==> src/hw/rtl/cts_pkg.sv <==
// ----------------------------------------------------------------------------
// Cooperative task scheduler package
// Shared types, codes and default sizes for the task scheduler and its checker.
// ----------------------------------------------------------------------------
package cts_pkg;

   // Default table depth and tick length in milliseconds.
   localparam int MAX_TASKS_DEF = 16;
   localparam int TICK_STEP_DEF = 10;

   // At most this many tasks are dispatched by one dispatch command.
   localparam int RESULT_LIMIT = 16;

   // Command codes carried by req_opcode.
   typedef enum logic [1:0] {
      OP_TICK     = 2'd0,
      OP_DISPATCH = 2'd1,
      OP_ADD      = 2'd2,
      OP_DELETE   = 2'd3
   } opcode_type;

   // Completion status of one command.
   typedef enum logic [1:0] {
      ST_OK      = 2'd0,
      ST_FULL    = 2'd1,
      ST_NO_TASK = 2'd2
   } status_type;

   // Sticky error record.
   typedef enum logic [1:0] {
      ERR_NONE     = 2'd0,
      ERR_TOO_MANY = 2'd1,
      ERR_NO_TASK  = 2'd2
   } err_type;

   // One row of the task table.
   typedef struct packed {
      logic [15:0] delay;
      logic [15:0] period;
      logic [7:0]  pending;
      logic [7:0]  tag;
   } task_entry_type;

   localparam int ENTRY_W = $bits(task_entry_type);

endpackage

==> src/hw/rtl/cts_ram.sv <==
// ----------------------------------------------------------------------------
// Generic RAM
// Single write port and single read port with registered read data.
// ----------------------------------------------------------------------------
module cts_ram #(
   parameter int WIDTH = 8,
   parameter int DEPTH = 16
) (
   input  logic                                      clock,
   input  logic                                      wr_en,
   input  logic [((DEPTH > 1) ? $clog2(DEPTH) : 1)-1:0] wr_addr,
   input  logic [WIDTH-1:0]                          wr_data,
   input  logic [((DEPTH > 1) ? $clog2(DEPTH) : 1)-1:0] rd_addr,
   output logic [WIDTH-1:0]                          rd_data
);

   logic [WIDTH-1:0] mem [DEPTH];

   // Write and registered read.
   always_ff @(posedge clock) begin
      if (wr_en) begin
         mem[wr_addr] <= wr_data;
      end
      rd_data <= mem[rd_addr];
   end

endmodule

==> src/hw/rtl/cooperative_task_scheduler.sv <==
// ----------------------------------------------------------------------------
// Cooperative task scheduler
// Time-triggered task table with tick, dispatch, add and delete commands.
// ----------------------------------------------------------------------------
// Usage:
// Each command is one transfer on the req_ channel. The block answers with
// one or more transfers on the rsp_ channel; rsp_last_of_run marks the final
// one. Tick, add and delete give one acknowledgement. Dispatch gives one
// result per ready task in table order, or one acknowledgement if none ran.
// Tick and dispatch walk the whole table, and delete walks from the removed
// row to the end, through the task RAM, one entry per cycle on its single
// read and write port. Dispatch results then follow one per cycle while
// the receiver takes them. One command is worked on at a time.
// A new command is accepted while the last result still waits in the output
// register. When the receiver stalls, the output register holds and the
// block waits. Reset empties the table and clears the error record; the
// table RAM itself is not cleared, since only rows below the count are read.
// ----------------------------------------------------------------------------
module cooperative_task_scheduler
   import cts_pkg::*;
#(
   parameter int MAX_TASKS = MAX_TASKS_DEF,
   parameter int TICK_STEP = TICK_STEP_DEF
) (
   input  logic        clock,
   input  logic        reset,
   input  logic        req_valid,
   output logic        req_ready,
   input  logic [1:0]  req_opcode,
   input  logic [15:0] req_start_delay,
   input  logic [15:0] req_repeat_period,
   input  logic [7:0]  req_task_tag,
   input  logic [3:0]  req_task_index,
   output logic        rsp_valid,
   input  logic        rsp_ready,
   output logic        rsp_result_kind,
   output logic [7:0]  rsp_run_tag,
   output logic [3:0]  rsp_run_position,
   output logic [1:0]  rsp_op_status,
   output logic [4:0]  rsp_tasks_present,
   output logic [1:0]  rsp_sticky_error,
   output logic        rsp_last_of_run
);

   localparam int AW   = (MAX_TASKS > 1) ? $clog2(MAX_TASKS) : 1;
   localparam int CW   = $clog2(MAX_TASKS + 1);
   localparam int CMPW = (CW > 4) ? CW : 4;
   localparam int BW   = $clog2(RESULT_LIMIT);
   localparam int NW   = $clog2(RESULT_LIMIT + 1);

   localparam logic [15:0] TICK_W = 16'(TICK_STEP);

   typedef enum logic [1:0] {
      S_IDLE,
      S_WALK,
      S_EMIT
   } state_type;

   // Control and status registers.
   state_type        state_ff, state_in;
   opcode_type       op_ff, op_in;
   logic [CW-1:0]    del_idx_ff, del_idx_in;
   logic [CW-1:0]    total_ff, total_in;
   err_type          err_ff, err_in;
   status_type       status_ff, status_in;
   logic [CW-1:0]    rd_ptr_ff, rd_ptr_in;
   logic [CW-1:0]    rd_idx_ff, rd_idx_in;
   logic             rd_v_ff, rd_v_in;
   logic [CW-1:0]    wr_ptr_ff, wr_ptr_in;
   logic [NW-1:0]    n_ff, n_in;
   logic [BW-1:0]    out_ptr_ff, out_ptr_in;

   // Dispatch result buffer.
   logic [7:0]       buf_tag_ff [RESULT_LIMIT];
   logic [3:0]       buf_pos_ff [RESULT_LIMIT];
   logic             buf_we;
   logic [BW-1:0]    buf_widx;
   logic [7:0]       buf_wtag;
   logic [3:0]       buf_wpos;

   // Output register.
   logic             rsp_valid_ff, rsp_valid_in;
   logic             rsp_kind_ff, rsp_kind_in;
   logic [7:0]       rsp_tag_ff, rsp_tag_in;
   logic [3:0]       rsp_pos_ff, rsp_pos_in;
   status_type       rsp_status_ff, rsp_status_in;
   logic [4:0]       rsp_present_ff, rsp_present_in;
   err_type          rsp_sticky_ff, rsp_sticky_in;
   logic             rsp_last_ff, rsp_last_in;

   // Task RAM ports.
   logic             ram_we;
   logic [AW-1:0]    ram_waddr;
   task_entry_type   ram_wdata;
   logic [AW-1:0]    ram_raddr;
   logic [ENTRY_W-1:0] ram_rdata;

   task_entry_type   cur;
   task_entry_type   upd;
   task_entry_type   add_entry;
   logic             keep;
   logic             out_last;

   cts_ram #(
      .WIDTH (ENTRY_W),
      .DEPTH (MAX_TASKS)
   ) u_task_ram (
      .clock   (clock),
      .wr_en   (ram_we),
      .wr_addr (ram_waddr),
      .wr_data (ram_wdata),
      .rd_addr (ram_raddr),
      .rd_data (ram_rdata)
   );

   assign req_ready = (state_ff == S_IDLE);
   assign cur       = task_entry_type'(ram_rdata);
   assign out_last  = ((NW'(out_ptr_ff) + 1'b1) == n_ff);

   always_comb begin
      add_entry.delay   = req_start_delay;
      add_entry.period  = req_repeat_period;
      add_entry.pending = '0;
      add_entry.tag     = req_task_tag;
   end

   // Sequencer: accept, walk the table one row per cycle where the command needs it, then emit results.
   always_comb begin
      state_in   = state_ff;
      op_in      = op_ff;
      del_idx_in = del_idx_ff;
      total_in   = total_ff;
      err_in     = err_ff;
      status_in  = status_ff;
      rd_ptr_in  = rd_ptr_ff;
      rd_idx_in  = rd_idx_ff;
      rd_v_in    = 1'b0;
      wr_ptr_in  = wr_ptr_ff;
      n_in       = n_ff;
      out_ptr_in = out_ptr_ff;

      buf_we   = 1'b0;
      buf_widx = n_ff[BW-1:0];
      buf_wtag = cur.tag;
      buf_wpos = 4'(wr_ptr_ff);

      ram_we    = 1'b0;
      ram_waddr = wr_ptr_ff[AW-1:0];
      ram_wdata = cur;
      ram_raddr = rd_ptr_ff[AW-1:0];

      upd  = cur;
      keep = 1'b1;

      rsp_valid_in   = rsp_valid_ff && !rsp_ready;
      rsp_kind_in    = rsp_kind_ff;
      rsp_tag_in     = rsp_tag_ff;
      rsp_pos_in     = rsp_pos_ff;
      rsp_status_in  = rsp_status_ff;
      rsp_present_in = rsp_present_ff;
      rsp_sticky_in  = rsp_sticky_ff;
      rsp_last_in    = rsp_last_ff;

      case (state_ff)
         S_IDLE: begin
            if (req_valid) begin
               op_in      = opcode_type'(req_opcode);
               del_idx_in = CW'(req_task_index);
               status_in  = ST_OK;
               n_in       = '0;
               out_ptr_in = '0;
               rd_ptr_in  = '0;
               wr_ptr_in  = '0;
               case (opcode_type'(req_opcode))
                  OP_TICK, OP_DISPATCH: begin
                     state_in = S_WALK;
                  end
                  OP_ADD: begin
                     // Append at the end of the table, or flag a full table.
                     if (total_ff < CW'(MAX_TASKS)) begin
                        ram_we    = 1'b1;
                        ram_waddr = total_ff[AW-1:0];
                        ram_wdata = add_entry;
                        total_in  = total_ff + 1'b1;
                     end else begin
                        err_in    = ERR_TOO_MANY;
                        status_in = ST_FULL;
                     end
                     state_in = S_EMIT;
                  end
                  OP_DELETE: begin
                     // Compaction starts at the removed row.
                     if (CMPW'(req_task_index) < CMPW'(total_ff)) begin
                        rd_ptr_in = CW'(req_task_index);
                        wr_ptr_in = CW'(req_task_index);
                        state_in  = S_WALK;
                     end else begin
                        err_in    = ERR_NO_TASK;
                        status_in = ST_NO_TASK;
                        state_in  = S_EMIT;
                     end
                  end
                  default: begin
                     state_in = S_EMIT;
                  end
               endcase
            end
         end

         S_WALK: begin
            // Issue the next row read.
            if (rd_ptr_ff < total_ff) begin
               rd_v_in   = 1'b1;
               rd_idx_in = rd_ptr_ff;
               rd_ptr_in = rd_ptr_ff + 1'b1;
            end

            // Update the row read last cycle and write it back compacted.
            if (rd_v_ff) begin
               case (op_ff)
                  OP_TICK: begin
                     if (cur.delay != '0) begin
                        upd.delay = (cur.delay > TICK_W) ? (cur.delay - TICK_W) : '0;
                     end else begin
                        if (cur.pending != 8'hFF) begin
                           upd.pending = cur.pending + 1'b1;
                        end
                        if (cur.period != '0) begin
                           upd.delay = cur.period;
                        end
                     end
                  end
                  OP_DISPATCH: begin
                     if ((cur.pending != '0) && (n_ff < NW'(RESULT_LIMIT))) begin
                        buf_we      = 1'b1;
                        n_in        = n_ff + 1'b1;
                        upd.pending = cur.pending - 1'b1;
                        keep        = (cur.period != '0);
                     end
                  end
                  OP_DELETE: begin
                     keep = (rd_idx_ff != del_idx_ff);
                  end
                  default: begin
                     keep = 1'b1;
                  end
               endcase
               if (keep) begin
                  ram_we    = 1'b1;
                  ram_wdata = upd;
                  wr_ptr_in = wr_ptr_ff + 1'b1;
               end
            end

            // The write pointer ends at the new task count.
            if (!rd_v_ff && (rd_ptr_ff >= total_ff)) begin
               total_in = wr_ptr_ff;
               state_in = S_EMIT;
            end
         end

         S_EMIT: begin
            // Load the output register whenever it is free or being drained.
            if (!rsp_valid_ff || rsp_ready) begin
               rsp_valid_in   = 1'b1;
               rsp_present_in = 5'(total_ff);
               rsp_sticky_in  = err_ff;
               if (n_ff == '0) begin
                  rsp_kind_in   = 1'b0;
                  rsp_tag_in    = '0;
                  rsp_pos_in    = '0;
                  rsp_status_in = status_ff;
                  rsp_last_in   = 1'b1;
                  state_in      = S_IDLE;
               end else begin
                  rsp_kind_in   = 1'b1;
                  rsp_tag_in    = buf_tag_ff[out_ptr_ff];
                  rsp_pos_in    = buf_pos_ff[out_ptr_ff];
                  rsp_status_in = ST_OK;
                  rsp_last_in   = out_last;
                  if (out_last) begin
                     state_in = S_IDLE;
                  end else begin
                     out_ptr_in = out_ptr_ff + 1'b1;
                  end
               end
            end
         end

         default: begin
            state_in = S_IDLE;
         end
      endcase
   end

   // State, control registers and the registered outputs.
   always_ff @(posedge clock) begin
      if (reset) begin
         state_ff     <= S_IDLE;
         total_ff     <= '0;
         err_ff       <= ERR_NONE;
         rd_v_ff      <= 1'b0;
         rsp_valid_ff <= 1'b0;
      end else begin
         state_ff     <= state_in;
         total_ff     <= total_in;
         err_ff       <= err_in;
         rd_v_ff      <= rd_v_in;
         rsp_valid_ff <= rsp_valid_in;
      end
      op_ff          <= op_in;
      del_idx_ff     <= del_idx_in;
      status_ff      <= status_in;
      rd_ptr_ff      <= rd_ptr_in;
      rd_idx_ff      <= rd_idx_in;
      wr_ptr_ff      <= wr_ptr_in;
      n_ff           <= n_in;
      out_ptr_ff     <= out_ptr_in;
      rsp_kind_ff    <= rsp_kind_in;
      rsp_tag_ff     <= rsp_tag_in;
      rsp_pos_ff     <= rsp_pos_in;
      rsp_status_ff  <= rsp_status_in;
      rsp_present_ff <= rsp_present_in;
      rsp_sticky_ff  <= rsp_sticky_in;
      rsp_last_ff    <= rsp_last_in;
      if (buf_we) begin
         buf_tag_ff[buf_widx] <= buf_wtag;
         buf_pos_ff[buf_widx] <= buf_wpos;
      end
   end

   assign rsp_valid         = rsp_valid_ff;
   assign rsp_result_kind   = rsp_kind_ff;
   assign rsp_run_tag       = rsp_tag_ff;
   assign rsp_run_position  = rsp_pos_ff;
   assign rsp_op_status     = rsp_status_ff;
   assign rsp_tasks_present = rsp_present_ff;
   assign rsp_sticky_error  = rsp_sticky_ff;
   assign rsp_last_of_run   = rsp_last_ff;

endmodule

==> config.mk <==
export PLATFORM = sky130hd
export DESIGN_NAME = cooperative_task_scheduler
export DESIGN_NICKNAME = d
export VERILOG_FILES = /design/src/hw/rtl/cts_pkg.sv /design/src/hw/rtl/cts_ram.sv /design/src/hw/rtl/cooperative_task_scheduler.sv
export SDC_FILE = /design/constraint.sdc
export NUM_CORES = 1
export LEC_CHECK = 0
export BUFFER_PORTS_ARGS = -buffer_cell sky130_fd_sc_hd__buf_2
export CAP_MARGIN = 20
export CORE_MARGIN = 8
export CORE_UTILIZATION = 40
export CTS_CLUSTER_SIZE = 14
export DETAILED_ROUTE_END_ITERATION = 6
export GPL_ROUTABILITY_DRIVEN = 0
export SLEW_MARGIN = 20
export SYNTH_ARGS = -nofsm -noshare
export SYNTH_HDL_FRONTEND = slang
export SYNTH_SLANG_ARGS = --single-unit
export TNS_END_PERCENT = 100
==> constraint.sdc <==
create_clock -name clock -period 8.1 [get_ports clock]
set_input_delay 0.81 -clock clock [delete_from_list [all_inputs] [get_ports clock]]
set_output_delay 0.81 -clock clock [all_outputs]
set_load 0.005 [all_outputs]
==> flow_summary.ini <==
[timing]
setup_viol = 0
fin_skew_ns = 0.0313
worst_pin_slew_ns = 1.08
rsz0062_at_grt = false
relSlewSlack = 0.281
fin_crit_ns = 4.74
fin_crit_sh = 0.585
slew_viol_final = 0
final.setup.tns_ns = 0
finalHoldViolations = 0
max_freq_mhz = 211

[floorplanning]
core_area_um2 = 105000
dieArea_um2 = 116000
rows = 119
start_util = 0.401
die_x_um = 340
ios = 75
die_h_um = 340

[synth]
synth_fp_nets = 2095
syn_area_per_cell_um2 = 20.7
yosysSeqAreaShare = 0.754
synth_area_um2 = 42000
synthArstFlopShare = 0
yosys_warnings = 0
synthFlopType = edfxtp_1
postSynthCellCount = 2025
synth_edf_count = 1015
ys_ff_latch = 1074
ys_types = 66

[clock_network]
htreeDepth = 3
clkTransAtPathRegs_ns = 0.06
clock-sinks = 1074
cts_root_buf = clkbuf_16
cts-hold-fix-buffers = 0
clock_latency_ns = 0.69
post_cts_buffers = 0
cts_resized = 0
cts_max_path_buffers = 3
cts_buffers = 108
cts_tree = yes

[worst_setup_path]
crit_family = simple AND/OR/NAND/NOR gates
reg2reg_from = total_ff[4]
crit_type = flip-flop to flip-flop
critPathBufInv = 1
cpPeakStageDelay_ns = 0.77
cp.required_ns = 8.40
r2r_cells = 7
worst_setup_path_end_kind = flip-flop
r2r-end = u_task_ram.mem[12][7]
crit_fanout = 34
cpMaxStageDelayCell = nor2_4
cp-start-kind = flip-flop
crit_chain = or3b_1 > o31ai_4 > nand2_2 > mux2i_2 > o21bai_1 > nor2_4 > buf_4
arrival_ns = 5.04
r2r_setup_slack_ns = 3.36

[detailed_routing]
dr.pass1.iters = 6
routed_wl_um = 97900
drcViolationCount = 0
drt_iter0_drc = 2075
vias = 20480
wire_per_inst_um = 26.9
postRouteAntennaNets = 0
avgViaCountPerCell = 5.62

[global_route]
grt_max_degree = 158
grt_pass1_vias = 21169
antenna_found_initial = 5
track_usage = 0.166
grt-ovfl-total = 0
grt_pass1_wl_um = 144000

[min_path]
hp-start = req_task_index[1]
min_path_cells = 1
min_to = del_idx_ff[1]
hp-class = primary input to flip-flop

[layout]
final_net_count = 2226
ff_latch_area_um2 = 31700
drive_above_1_share = 0.283
fillers = 8644
mostFrequentLayoutCells = edfxtp_1 (1015), mux4_2 (300), clkbuf_16 (109)
utilization = 0.458
multiInputGateArea_um2 = 10100
final_common_cell = edfxtp_1
area_delta_synth_final_pct = 14.1

[power]
p_leak_nw = 15.0
p_per_area_nw_per_um2 = 285
vdd_drop_max_mv = 0.254

[outcome]
status = finished clean

[run]
maxCapViolCount = 0

[place]
io_buffers = 74
hpwl_um = 57400
==> worst max-delay path by stage <==
| stage | startpoint | slack (ns) | depth (start not counted) | end |
|---|---|---|---|---|
| floorplan | req_opcode[0] | 2.14 | 6 | u_task_ram.mem[10][0] |
| global placement | req_opcode[0] | 2.91 | 8 | u_task_ram.mem[12][26] |
| detailed placement | req_opcode[0] | 2.75 | 8 | u_task_ram.mem[12][12] |
| CTS | total_ff[4] | 3.34 | 7 | u_task_ram.mem[12][7] |
| global route | total_ff[4] | 3.13 | 7 | u_task_ram.mem[12][7] |
| finish | total_ff[4] | 3.36 | 7 | u_task_ram.mem[12][7] |
==> cells in the mapped netlist (19+ instances only) <==
cell type / number / area (um2)
a21oi_1: 37 / 185
and2_1: 19 / 119
ha_1: 20 / 250
inv_1: 24 / 90.1
dfxtp_1: 59 / 1180
nor2_1: 73 / 274
edfxtp_1: 1015 / 30500
nand2_1: 109 / 409
buf_2: 24 / 120
mux4_2: 300 / 6760
nor3_1: 23 / 115
clkbuf_1: 63 / 236
==> worst reg2reg max path, stage by stage (launching register included) <==
cell and delay (ns):
dfxtp_1 0.36, or3b_1 0.48, o31ai_4 0.61, nand2_2 0.67
mux2i_2 0.47, o21bai_1 0.35, nor2_4 0.77, buf_4 0.64
==> power by group <==
group          total (mW)  internal [mW]  switching [mW]
clock                4.97           2.91            2.07
combinational        1.75          0.680            1.07
sequential           6.96           6.70           0.257
==> sequential cells by signal, summed over array words and instances, names as in the netlist, 2 cells and up <==
name / cells
buf_pos_ff: 64
n_ff: 5
buf_tag_ff: 128
rsp_tasks_present: 5
rd_idx_ff: 5
state_ff: 2
op_ff: 2
u_task_ram.rd_data: 48
u_task_ram.mem: 768
err_ff: 2
rsp_run_tag: 8
status_ff: 2
rsp_run_position: 4
total_ff: 5
rsp_sticky_error: 2
rsp_op_status: 2
out_ptr_ff: 4
del_idx_ff: 4
wr_ptr_ff: 5
rd_ptr_ff: 5
==> area by class of cell <==
class | count | area share
sequential | 1074 | 0.661
multi-input combinational | 824 | 0.210
clock buffer | 152 | 0.0626
tap | 1391 | 0.0363
timing repair buffer | 124 | 0.0167
clock inverter | 51 | 0.0120
inverter | 24 | 0.00188
antenna | 3 | 0.000157
==> cells by family after synthesis <==
logic type,after synthesis,share of synthesized area
xor gates and xnor gates,21,0.00438
adders and majority gates,20,0.00596
buffers and inverters,127,0.0124
AOI/OAI and AO/OA,155,0.0243
and+or+nand+nor,326,0.0379
DFF,1074,0.754
muxes,302,0.161
==> routing by layer <==
metal,vias to the layer above,share of wire,GRT usage
li1,8702,-,-
met1,10930,0.41,0.224
met2,706,0.50,0.277
met3,140,0.063,0.0335
met4,2,0.022,0.0440
met5,-,0.000071,0
==> through the flow <==
stage / hold slack, ns / area, um2 / power, mW / std cells / worst slack [ns]
floorplan: 0.409 / 42000 / 8.14 / 2025 / 2.14
global placement: 0.451 / 44300 / 8.77 / 3433 / 2.91
detailed placement: 0.448 / 44300 / 8.84 / 3434 / 2.75
CTS: 0.323 / 47900 / 13.8 / 3637 / 3.34
global route: 0.337 / 47900 / 14.1 / 3640 / 3.13
finish: 0.374 / 47900 / 13.7 / 3643 / 3.36
(Power assumes the default switching activity.)
